--- src/design/pf_pkg.sv ---
// ----------------------------------------------------------------------------
// pf_pkg: shared types for the prime factorizer
// Command and status groups between the controller and the datapath, and the
// codes that select the source of a result item.
// ----------------------------------------------------------------------------
package pf_pkg;

  typedef logic [1:0] osel_t;

  localparam osel_t OSEL_ZERO = 2'd0;
  localparam osel_t OSEL_PEND = 2'd1;
  localparam osel_t OSEL_REM  = 2'd2;

  typedef struct packed {
    logic  load;
    logic  sq;
    logic  div_start;
    logic  div_step;
    logic  rem_update;
    logic  d_step;
    logic  out_load;
    osel_t osel;
    logic  out_last;
    logic  out_nf;
  } pf_cmd_t;

  typedef struct packed {
    logic rem_gt1;
    logic sq_gt;
    logic div_last;
    logic div_zero;
  } pf_sts_t;

endpackage

--- src/design/pf_datapath.sv ---
// ----------------------------------------------------------------------------
// pf_datapath: remainder, candidate divisor, squarer and serial divider
// Holds the arithmetic state and the result register; acts only on commands.
// ----------------------------------------------------------------------------
module pf_datapath import pf_pkg::*; #(
  parameter int VALUE_BITS = 32
) (
  input  logic        clk,
  input  pf_cmd_t     cmd,
  output pf_sts_t     sts,
  input  logic [31:0] in_value,
  output logic [31:0] out_factor,
  output logic        out_last,
  output logic        out_no_factors
);

  localparam int RW = (VALUE_BITS < 32) ? VALUE_BITS : 32;
  localparam int DW = RW / 2 + 2;
  localparam int PW = DW + 1;
  localparam int SW = 2 * DW;
  localparam int CW = $clog2(RW + 1);

  logic [RW-1:0] rem_r, rem_nxt;
  logic [DW-1:0] d_r, d_nxt;
  logic [SW-1:0] sq_r, sq_nxt;
  logic [PW-1:0] p_r, p_nxt;
  logic [RW-1:0] q_r, q_nxt;
  logic [CW-1:0] cnt_r, cnt_nxt;
  logic [DW-1:0] pend_r, pend_nxt;
  logic [31:0]   fac_r, fac_nxt;
  logic          last_r, last_nxt;
  logic          nf_r, nf_nxt;

  logic [PW-1:0] trial;
  logic          fits;

  assign trial = {p_r[PW-2:0], q_r[RW-1]};
  assign fits  = trial >= {1'b0, d_r};

  always_comb begin
    rem_nxt  = rem_r;
    d_nxt    = d_r;
    sq_nxt   = sq_r;
    p_nxt    = p_r;
    q_nxt    = q_r;
    cnt_nxt  = cnt_r;
    pend_nxt = pend_r;
    fac_nxt  = fac_r;
    last_nxt = last_r;
    nf_nxt   = nf_r;

    if (cmd.load) begin
      rem_nxt = in_value[RW-1:0];
      d_nxt   = DW'(2);
    end
    if (cmd.sq) begin
      sq_nxt = SW'(d_r) * SW'(d_r);
    end
    if (cmd.div_start) begin
      p_nxt   = '0;
      q_nxt   = rem_r;
      cnt_nxt = CW'(RW);
    end
    if (cmd.div_step) begin
      p_nxt   = fits ? (trial - {1'b0, d_r}) : trial;
      q_nxt   = {q_r[RW-2:0], fits};
      cnt_nxt = cnt_r - CW'(1);
    end
    if (cmd.rem_update) begin
      rem_nxt  = q_r;
      pend_nxt = d_r;
    end
    if (cmd.d_step) begin
      d_nxt = (d_r == DW'(2)) ? DW'(3) : d_r + DW'(2);
    end
    if (cmd.out_load) begin
      last_nxt = cmd.out_last;
      nf_nxt   = cmd.out_nf;
      unique case (cmd.osel)
        OSEL_PEND: fac_nxt = 32'(pend_r);
        OSEL_REM:  fac_nxt = 32'(rem_r);
        default:   fac_nxt = '0;
      endcase
    end
  end

  always_ff @(posedge clk) begin
    rem_r  <= rem_nxt;
    d_r    <= d_nxt;
    sq_r   <= sq_nxt;
    p_r    <= p_nxt;
    q_r    <= q_nxt;
    cnt_r  <= cnt_nxt;
    pend_r <= pend_nxt;
    fac_r  <= fac_nxt;
    last_r <= last_nxt;
    nf_r   <= nf_nxt;
  end

  assign sts.rem_gt1  = rem_r > RW'(1);
  assign sts.sq_gt    = sq_r > SW'(rem_r);
  assign sts.div_last = cnt_r == CW'(1);
  assign sts.div_zero = p_r == '0;

  assign out_factor     = fac_r;
  assign out_last       = last_r;
  assign out_no_factors = nf_r;

endmodule

--- src/design/pf_ctrl.sv ---
// ----------------------------------------------------------------------------
// pf_ctrl: sequencer of the prime factorizer
// Steps through square, compare and divide for each candidate and hands
// factors to the result register, holding the newest one back until it is
// known whether it is the final factor.
// ----------------------------------------------------------------------------
module pf_ctrl import pf_pkg::*; (
  input  logic    clk,
  input  logic    rst_n,
  input  logic    in_valid,
  output logic    in_stall,
  output logic    out_valid,
  input  logic    out_stall,
  input  pf_sts_t sts,
  output pf_cmd_t cmd
);

  localparam logic [3:0] S_IDLE  = 4'd0;
  localparam logic [3:0] S_SQ    = 4'd1;
  localparam logic [3:0] S_TEST  = 4'd2;
  localparam logic [3:0] S_DIV   = 4'd3;
  localparam logic [3:0] S_CHK   = 4'd4;
  localparam logic [3:0] S_EMITP = 4'd5;
  localparam logic [3:0] S_FIN1  = 4'd6;
  localparam logic [3:0] S_FIN2  = 4'd7;
  localparam logic [3:0] S_SMALL = 4'd8;

  logic [3:0] state_r, state_nxt;
  logic       pend_v_r, pend_v_nxt;
  logic       oval_r, oval_nxt;
  logic       out_free;

  assign out_free = !oval_r || !out_stall;

  always_comb begin
    state_nxt  = state_r;
    pend_v_nxt = pend_v_r;
    cmd        = '0;
    cmd.osel   = OSEL_ZERO;

    unique case (state_r)
      S_IDLE: begin
        if (in_valid) begin
          cmd.load   = 1'b1;
          pend_v_nxt = 1'b0;
          state_nxt  = S_SQ;
        end
      end
      S_SQ: begin
        cmd.sq    = 1'b1;
        state_nxt = sts.rem_gt1 ? S_TEST : S_SMALL;
      end
      S_TEST: begin
        if (sts.sq_gt) begin
          state_nxt = (sts.rem_gt1 && !pend_v_r) ? S_FIN2 : S_FIN1;
        end else begin
          cmd.div_start = 1'b1;
          state_nxt     = S_DIV;
        end
      end
      S_DIV: begin
        cmd.div_step = 1'b1;
        if (sts.div_last) begin
          state_nxt = S_CHK;
        end
      end
      S_CHK: begin
        if (!sts.div_zero) begin
          cmd.d_step = 1'b1;
          state_nxt  = S_SQ;
        end else if (pend_v_r) begin
          state_nxt = S_EMITP;
        end else begin
          cmd.rem_update = 1'b1;
          pend_v_nxt     = 1'b1;
          state_nxt      = S_SQ;
        end
      end
      S_EMITP: begin
        if (out_free) begin
          cmd.out_load   = 1'b1;
          cmd.osel       = OSEL_PEND;
          cmd.rem_update = 1'b1;
          state_nxt      = S_SQ;
        end
      end
      S_FIN1: begin
        if (out_free) begin
          cmd.out_load = 1'b1;
          cmd.osel     = OSEL_PEND;
          cmd.out_last = !sts.rem_gt1;
          pend_v_nxt   = 1'b0;
          state_nxt    = sts.rem_gt1 ? S_FIN2 : S_IDLE;
        end
      end
      S_FIN2: begin
        if (out_free) begin
          cmd.out_load = 1'b1;
          cmd.osel     = OSEL_REM;
          cmd.out_last = 1'b1;
          state_nxt    = S_IDLE;
        end
      end
      S_SMALL: begin
        if (out_free) begin
          cmd.out_load = 1'b1;
          cmd.osel     = OSEL_ZERO;
          cmd.out_last = 1'b1;
          cmd.out_nf   = 1'b1;
          state_nxt    = S_IDLE;
        end
      end
      default: begin
        state_nxt = S_IDLE;
      end
    endcase

    if (cmd.out_load) begin
      oval_nxt = 1'b1;
    end else if (!out_stall) begin
      oval_nxt = 1'b0;
    end else begin
      oval_nxt = oval_r;
    end
  end

  always_ff @(posedge clk) begin
    if (!rst_n) begin
      state_r  <= S_IDLE;
      pend_v_r <= 1'b0;
      oval_r   <= 1'b0;
    end else begin
      state_r  <= state_nxt;
      pend_v_r <= pend_v_nxt;
      oval_r   <= oval_nxt;
    end
  end

  assign in_stall  = state_r != S_IDLE;
  assign out_valid = oval_r;

endmodule

--- src/design/prime_factorizer.sv ---
// Throughput: one item at a time; the bit-serial divider (one quotient bit per
// cycle, RW = min(VALUE_BITS, 32) bits) divides by each trial candidate whose
// square does not exceed the remainder. Inputs below 2 skip the search.
// Reset: synchronous, active low; clears the sequencer and the result valid,
// and the block can take an item as soon as reset is released.
// ----------------------------------------------------------------------------
// prime_factorizer: trial-division prime factorization
// Splits each input into its prime factors, ascending, one result item per
// factor, with the last mark on the final one of each input.
// ----------------------------------------------------------------------------
module prime_factorizer import pf_pkg::*; #(
  parameter int VALUE_BITS = 32
) (
  input  logic        clk,
  input  logic        rst_n,
  input  logic        in_valid,
  output logic        in_stall,
  input  logic [31:0] in_value,
  output logic        out_valid,
  input  logic        out_stall,
  output logic [31:0] out_factor,
  output logic        out_last,
  output logic        out_no_factors
);

  // The controller walks candidates 2, 3, 5, 7, ... For each one the
  // datapath first squares the candidate into a register, the controller
  // compares it with the remainder, and if the square does not exceed the
  // remainder a restoring divider runs one quotient bit per cycle. A zero
  // remainder of that division means the candidate is a factor: the
  // quotient replaces the remainder and the same candidate is tried again.
  //
  // A factor found by division is held back in a pending register until the
  // next factor arrives or the search ends, because only then is it known
  // whether it carries the last mark. When the search ends with a remainder
  // above one, that remainder is prime and becomes the final item.
  //
  // Results go through a single output register; the sequencer only waits
  // on it when it has a new item to hand over while the old one is stalled.

  pf_cmd_t cmd;
  pf_sts_t sts;

  pf_ctrl u_ctrl (
    .clk       (clk),
    .rst_n     (rst_n),
    .in_valid  (in_valid),
    .in_stall  (in_stall),
    .out_valid (out_valid),
    .out_stall (out_stall),
    .sts       (sts),
    .cmd       (cmd)
  );

  pf_datapath #(
    .VALUE_BITS (VALUE_BITS)
  ) u_datapath (
    .clk            (clk),
    .cmd            (cmd),
    .sts            (sts),
    .in_value       (in_value),
    .out_factor     (out_factor),
    .out_last       (out_last),
    .out_no_factors (out_no_factors)
  );

endmodule

--- config.mk ---
export PLATFORM = sky130hd
export DESIGN_NAME = prime_factorizer
export DESIGN_NICKNAME = d
export VERILOG_FILES = /design/src/design/pf_pkg.sv /design/src/design/pf_datapath.sv /design/src/design/pf_ctrl.sv /design/src/design/prime_factorizer.sv
export SDC_FILE = /design/constraint.sdc
export NUM_CORES = 1
export LEC_CHECK = 0
export BUFFER_PORTS_ARGS = -buffer_cell sky130_fd_sc_hd__buf_2
export CAP_MARGIN = 25
export CORE_UTILIZATION = 55
export CTS_CLUSTER_SIZE = 40
export DETAILED_ROUTE_END_ITERATION = 7
export PLACE_DENSITY = 0.73
export SETUP_SLACK_MARGIN = 0.5
export SYNTH_ARGS = -nofsm -noshare
export SYNTH_HDL_FRONTEND = slang
export SYNTH_SLANG_ARGS = --single-unit
--- constraint.sdc ---
create_clock -name clk -period 9.4 [get_ports clk]
set_input_delay 0.47 -clock clk [delete_from_list [all_inputs] [get_ports clk]]
set_output_delay 0.47 -clock clk [all_outputs]
set_load 0.1 [all_outputs]
Yosys cells after proc, flatten, opt, wreduce, memory -nomap -nowiden
Index checks and enable logic that the tools add are counted.

word-level totals
  register bits = 201
  bits of input ports = 36
  output and inout port bits = 36
  logic and storage cells = 104

cells by class
  add/subtract/negate cells = 3
  multiply operators = 1
  order comparisons = 3
  equal/unequal tests = 19
  multiplexer cells = 49
  reductions and logical operators = 16

operators with widths
  cell                                                                              number
  32-bit two-way mux                                                                4
  32-bit one-hot mux with 2 select lines                                            1
  19-bit two-way mux                                                                3
  18-bit two-way mux                                                                3
  36-bit by 32-bit greater-than comparator with 1-bit output                        1
  18-bit by 18-bit multiplier with 36-bit output                                    1
  4-bit two-way mux                                                                 9
  32-bit by 1-bit greater-than comparator with 1-bit output, second input constant  1
  4-bit one-hot mux with 8 select lines                                             1
  19-bit by 18-bit greater-or-equal comparator with 1-bit output                    1
  19-bit logical NOT                                                                1
  19-bit by 18-bit subtractor with 19-bit output                                    1
  18-bit by 2-bit adder with 18-bit output, second input constant                   1
  18-bit by 2-bit equality test with 1-bit output, second input constant            1
  1-bit two-way mux                                                                 17
  4-bit by 3-bit equality test with 1-bit output, second input constant             4
  3-bit two-way mux                                                                 4
  6-bit two-way mux                                                                 2
  3-bit one-hot mux with 4 select lines                                             1
  2-bit by 1-bit != test with 1-bit output, second input constant                   5
  4-bit by 2-bit equality test with 1-bit output, second input constant             2
  6-bit by 1-bit equality test with 1-bit output, second input constant             1
  1-bit one-hot mux with 3 select lines                                             2
  2-bit nonzero test                                                                3
  other kinds (17)                                                                  21

Depth between registers and ports, before layout
Gate-level depths: netlist (run 1).

  depth in word-level cells = 6
  depth in mapped cells = 26
  depth with buffers taken out = 24

By module
Synthesis (run 1) repeated with hierarchy kept, for this count alone.

second synthesis, totals
  cell total of the unflattened synthesis = 1927
  area total of the unflattened synthesis = 19471.2 sq um

by module, submodules not included
  module       times used  cells each  area each (sq um)  seq. area each (sq um)
  pf_datapath  1           1843        18900.6            5825.6
  pf_ctrl      1           84          570.5              120.1

Worst setup path after synthesis (run 1)
No wires, ideal clock.

  kind = reg-to-reg
  start = register u_datapath.d_r[16]
  end = register u_datapath.sq_r[35] (data pin)
  library setup time = 0.260 ns
  data arrival time = 6.067 ns
  required time = 9.140 ns
  slack = 3.073 ns
  stages on the path, launching flop included = 23
  path buffers = 2
  clock period less this slack = 6.327 ns
  cell sequence = edfxtp_1 > clkbuf_1 > inv_1 > buf_1 > nor2_1 > fa_1 > fa_1 > fa_1 > fa_1 > fa_1 > inv_1 > fa_1 > inv_1 > ha_1 > a211oi_1 > nor2_1 > o31ai_1 > a41oi_2 > o211ai_2 > a31oi_1 > o21a_1 > nor2_1 > xnor2_1

on the way
  word-level cells in the longest chain between the ends = 1

ends and longest elaborated chain
  what                                            RTL line           text
  start: declaration                              pf_datapath.sv:24  logic [DW-1:0] d_r, d_nxt;
  start signal: assignment                        pf_datapath.sv:89  d_r <= d_nxt;
  18-bit by 18-bit multiplier with 36-bit output  pf_datapath.sv:57  sq_nxt = SW'(d_r) * SW'(d_r);
  end signal: assignment                          pf_datapath.sv:90  sq_r <= sq_nxt;
  end: declaration                                pf_datapath.sv:25  logic [SW-1:0] sq_r, sq_nxt;

Every way passes these cells.
A chain may end at the register's enable or synchronous reset.

Worst setup path in the final report (run 1)
  start = register u_datapath.d_r[9]
  end = register u_datapath.sq_r[35] (data pin)

Same word-level chain as after synthesis.

==> run summary, run 1 <==
Largest net degree at the start of global routing: 63
XOR/XNOR share of the synthesized area: 3.11%
H-tree Lvls: 4
Ys async rst share: 0%
Post-cts resize count: 0
IO Count: 72
CTS tree: yes
Final Net Count: 2,331
Root buf cell: clkbuf_16
Ant. Diodes: 0
Clk buf depth: 2
Routability cong.: 0.902
Core footprint: 33,900 um^2
Final worst path period need: 7710 ps
Setup TNS: 0 ps
FP Rows: 67
Die H: 189 um
Sequential area share after synthesis: 31.1%
Critical Path Sink Type: register
Final-report setup violation count: 0
Worst slew pin tran: 1010 ps
Starting density of the core: 56.5%
Achievable frequency: 130 MHz
DP HPWL: 35,500 um
Final core utilization: 60.6%
Crit Path Category: reg -> reg
DR iter-0 viols: 1,153
Synth top area share: 30.4%
Mapped Cells: 1,861
CP Max Fanout: 15
Worst min path class: in -> reg
Post-CTS Hold Fix Bufs: 0
Antenna violations before repair: 0
CTS Buf Count: 17
Max-slew violation count: 0
Synth Area in Simple Gates: 11.9%
Slew headroom: 33.0%
Number of synthesized register bits: 200
Clk slew on worst S/H paths: 80 ps
Buf+Inv Stages, Crit Path: 5
CP arrival: 7900 ps
Syn avg cell area: 10.3 um^2
Synth top area cells: edfxtp_1 30%, fa_1 24%, ha_1 11%, inv_1 7.2%, nor2_1 3.2%
RSZ-0062 raised after global routing: false
Share of cells above drive strength 1: 9.34%
Commonest cells after routing, fill and taps aside: 365 x inv_1, 226 x fa_1, 194 x edfxtp_1
Antenna-violating nets left: 0
Vias in the first global route: 14,000
Max-Cap Viols: 0
First-pass GRT wire length: 73,700 um
Yosys top cell by area: edfxtp_1
Crit start category: register
DR vias: 13,300
Mapped Area: 19,100 um^2
Outcome: complete, no violations
Clk_skew: 16.7 ps
CP delay by family, top: adder cells
Compound-cell area share of the yosys netlist: 8.12%
Gr ovfl total: 0
Net Count, Synth: 2,288
Drt total wl: 45,800 um
Commonest non-fill, non-tap cell in the layout: inv_1
Required time worst endpoint: 9590 ps
Netlist cell types: 75
CP max-delay cell: edfxtp_1
Remaining DRCs: 0
Post-synth EDFFs: 194
Via/cell ratio: 5.64
Post-synthesis mux area share: 2.78%
IO buf count: 71
# Post-CTS Setup Buffers: 0
Die width: 189 um
Hold Fails Final Rpt: 0
Area growth, synth to finish: 7.22%
Largest family of logic cells by synthesized area: adder cells
Worst-path cell chain: clkinv_1, nor2_1, inv_1, fa_1, inv_1, fa_1, fa_1, fa_1, fa_1, inv_1, fa_1, inv_1, ha_1, nand4_1, nor4_2, o211ai_1, a41oi_2, o211ai_2, a31oi_1, o21a_1, nor2_1, xnor2_1
Drt wl/cell: 19.4 um
CTS sink count: 200
Tcrit/Tclk final: 82.1%
Synth Area in Adders: 34.4%
Router iterations before antenna repair: 5
Most numerous cell on the critical path: fa_1
Crit path largest cell delay: 950 ps
All-Layer GR Usage: 27.1%
Die ar.: 35,600 um^2
Yosys Warn Count: 0
Synth Flop Type: edfxtp_1
Clk_lat worst skew: 450 ps
==> registers in the layout, indices dropped and copies added, names as in the netlist, 6 cells and up <==
signal                 count
u_datapath.p_r            19
u_datapath.sq_r           35
u_datapath.out_factor     32
u_datapath.d_r            18
u_datapath.q_r            32
u_datapath.rem_r          32
u_datapath.cnt_r           6
u_datapath.pend_r         18
==> area by class of cell <==
class                           count  area, um^2
Clock buffer                       18         429
Fill cell                        2815       13300
Multi-Input combinational cell   1231       11600
Timing Repair Buffer               80         443
Clock inverter                     14         184
Sequential cell                   200        5950
Inverter                          374        1400
Tap cell                          448         561
==> path summary, 6_finish.rpt <==
kind | from | end | slack [ps] | cells after the start
hold reg to reg | u_datapath.q_r[0] | u_datapath.q_r[1] | 550 | 2
setup / recovery | u_datapath.d_r[9] | u_datapath.sq_r[35] | 1690 | 22
hold / removal | rst_n | u_ctrl.state_r[2] | 280 | 2
setup reg to reg | u_datapath.d_r[9] | u_datapath.sq_r[35] | 1690 | 22
==> cells in the mapped netlist, drive strengths merged (4+ instances only) <==
library cell	n
a31oi	8
dfxtp	6
o21a	9
nand2b	12
clkbuf	47
nand2	158
o21ai	73
a21o	24
and2	30
xor2	12
and3	9
edfxtp	194
nand3	20
nor3	16
nor2	165
nor2b	13
buf	9
a22oi	20
o21bai	6
or2	13
xnor2	56
mux2	33
fa	226
nor3b	5
a21boi	4
a211oi	6
clkinv	7
mux2i	16
nor4	21
ha	165
nand3b	4
nand4	16
a21oi	55
o211ai	7
inv	367
==> metrics by stage <==
stage,cells,area [um^2],hold WS (ps),worst slack [ps]
6_report,2365,20500,278,1690
5_1_grt,2365,20500,274,1360
4_1_cts,2365,20500,261,1760
3_5_place_dp,2333,19900,534,1780
3_3_place_gp,2332,19900,513,1780
2_1_floorplan,1861,19100,424,3070
==> layer usage <==
layer  vias up  part of all wire [%]  global-route usage, %
li1       6149                     -                      -
met1      6478                    41                   36.4
met2       616                    46                   43.7
met3        94                   9.3                   5.68
met4         0                   3.0                   9.83
met5         -                     0                      0
==> cells by family after synthesis <==
family / count (synthesis)
buffers and inverters: 430
XOR/XNOR: 68
multiplexers: 49
AND/OR/NAND/NOR: 490
flip-flops: 200
adder cells (fa/ha/maj): 391
AO/OA/AOI/OAI: 233
Power of run 1 is not shown: default switching activity piles up to over one toggle a cycle in this logic, so the estimate is an artifact.
==> inputs of run 2 (changes only) <==
==> constraint.sdc (replaced) <==
create_clock -name clk -period 7.3 [get_ports clk]
set_input_delay 0.365 -clock clk [delete_from_list [all_inputs] [get_ports clk]]
set_output_delay 0.365 -clock clk [all_outputs]
set_load 0.1 [all_outputs]
==> run 2 against run 1 <==
  * Routed wire length is 0.69% lower
  * Clock-buffer cell count is 1 lower
  * Register-to-register slack worse by 890 ps
  * Clock skew is 1.8 ps lower
  * Setup slack worse by 890 ps
  * Sequential cell count stayed put
  * Highest routed layer unchanged
  * Die area stayed put
  * Critical path depth is 1 higher
  * Critical endpoint is now u_datapath.sq_r[34]
==> run summary, run 2 (same netlist as run 1, synthesis figures left out) <==
Area growth, synth to finish: 8.92%
Vias in the first global route: 13,700 (-1.8%)
Max-Cap Viols: 0 (unchanged)
Worst slew pin tran: 1050 ps (+45.7 ps)
Reg2Reg Launch Point: u_datapath.d_r[16]
Remaining DRCs: 0 (unchanged)
Required time worst endpoint: 7490 ps (-2100 ps)
DR vias: 13,400 (+0.39%)
Clk_skew: 14.9 ps (-1.76 ps)
Die width: 189 um (unchanged)
Drt wl/cell: 18.9 um (-2.4%)
Clk slew on worst S/H paths: 80 ps (about the same)
Setup TNS: 0 ps (unchanged)
Final worst path period need: 6500 ps (-1210 ps)
Root buf cell: clkbuf_16
Worst Reg-to-Reg Cells: 23 (+4.5%)
Die H: 189 um (unchanged)
Antenna violations before repair: 0 (unchanged)
DR iter-0 viols: 1,138 (-1.3%)
Tcrit/Tclk final: 89.1% (+7.0 points)
IO buf count: 71 (unchanged)
Drt total wl: 45,500 um (-0.69%)
Crit start category: register
Max reg flops: 35 (unchanged)
Die ar.: 35,600 um^2 (unchanged)
Critical Path Sink Type: register
Worst min path class: in -> reg
Worst Hold Launch: rst_n
CP Max Fanout: 14 (-1)
Commonest cells after routing, fill and taps aside: 362 x inv_1, 226 x fa_1, 194 x edfxtp_1
RSZ-0062 raised after global routing: false
Achievable frequency: 154 MHz (+19%)
Final Net Count: 2,373 (+1.8%)
Share of cells above drive strength 1: 11.9% (+2.6 points)
Router iterations before antenna repair: 7 (+2)
Commonest non-fill, non-tap cell in the layout: inv_1
Worst hold path endpoint: u_ctrl.state_r[2]
Worst setup startpoint: u_datapath.d_r[16]
First-pass GRT wire length: 72,700 um (-1.5%)
CTS Buf Count: 17 (unchanged)
CP arrival: 6700 ps (-1200 ps)
Clk_lat worst skew: 450 ps (about the same)
Max-slew violation count: 0 (unchanged)
Outcome: complete, no violations
Hold depth: 2 (unchanged)
Ant. Diodes: 0 (unchanged)
Post-CTS Hold Fix Bufs: 0 (unchanged)
Core footprint: 33,900 um^2 (unchanged)
Gr ovfl total: 0 (unchanged)
Antenna-violating nets left: 0 (unchanged)
DP HPWL: 35,800 um (+1.0%)
Largest net degree at the start of global routing: 63 (unchanged)
Crit Path Category: reg -> reg
H-tree Lvls: 4 (unchanged)
Starting density of the core: 56.5% (unchanged)
R2R Setup Slk: 800 ps (-890 ps)
Final-report setup violation count: 0 (unchanged)
Worst reg2reg path endpoint: u_datapath.sq_r[34]
CTS sink count: 200 (unchanged)
Slew headroom: 29.3% (-3.7 points)
Via/cell ratio: 5.56 (-1.4%)
FP Rows: 67 (unchanged)
CTS tree: yes
Clk buf depth: 2 (unchanged)
All-Layer GR Usage: 26.6% (-0.56 points)
Hold Fails Final Rpt: 0 (unchanged)
Routability cong.: 0.959 (+6.3%)
IO Count: 72 (unchanged)
Largest Register: u_datapath.sq_r
[run 2: per-stage QoR]
stage | std cells | util [%] | setup WS (ps) | hold WS (ps) | instance area [um^2]
global placement | 2355 | 59.2 | 741 | 526 | 20100
detailed placement | 2356 | 59.2 | 658 | 535 | 20100
global route | 2407 | 61.6 | 495 | 159 | 20900
finish | 2407 | 61.6 | 797 | 167 | 20900
floorplan | 1861 | - | 973 | 424 | 19100
CTS | 2388 | 61.0 | 623 | 159 | 20600
[run 2: what timing repair did]
item                                    in CTS  in global routing
buffers inserted                             0                 19
gates resized for setup                      0                 13
hold endpoints to repair                     0                  0
endpoints found under the setup margin       0                  7
[run 2: how the worst max path moves through the flow]
stage | end | slack, ps | cells past startpoint
detailed placement | u_datapath.sq_r[34] | 660 | 22
global placement | u_datapath.sq_r[35] | 740 | 22
CTS | u_datapath.sq_r[34] | 620 | 22
finish | u_datapath.sq_r[34] | 800 | 23
floorplan | u_datapath.sq_r[35] | 970 | 22
global route | u_datapath.sq_r[34] | 490 | 23
[run 2: per-layer routing]
layer | part of all wire [%] | vias to the layer above | GRT usage [%] | wire, um
met1 | 43 | 6466 | 36.7 | 19500
met2 | 45 | 601 | 41.0 | 20500
met4 | 3.7 | 0 | 10.9 | 1700
li1 | - | 6227 | - | -
met3 | 8.3 | 95 | 5.42 | 3800
met5 | 0 | - | 0 | 0
[run 2: critical path, cell delays in order, from the launching register on]
cell and delay (ps):
edfxtp_1 490, inv_1 100, buf_4 220, nor2_1 170, inv_1 80, fa_1 510, inv_1 60, fa_1 500
fa_1 530, fa_1 530, fa_1 570, inv_1 60, fa_1 530, inv_1 40, ha_1 380, nand3_2 160
nor3_2 60, a211oi_1 240, o211ai_1 170, o2111ai_1 270, nand3_1 130, a41oi_1 200, o21bai_1 90, xor2_1 140
[run 2: final cells by class]
class                      count  area [um^2]
fill                        2725        13000
multi-input combinational   1231        11600
sequential                   200         5950
inverter                     374         1430
timing repair buffer         122          758
tap                          448          561
clock buffer                  17          425
clock inverter                15          158
Power of run 2 is left out for the same reason.
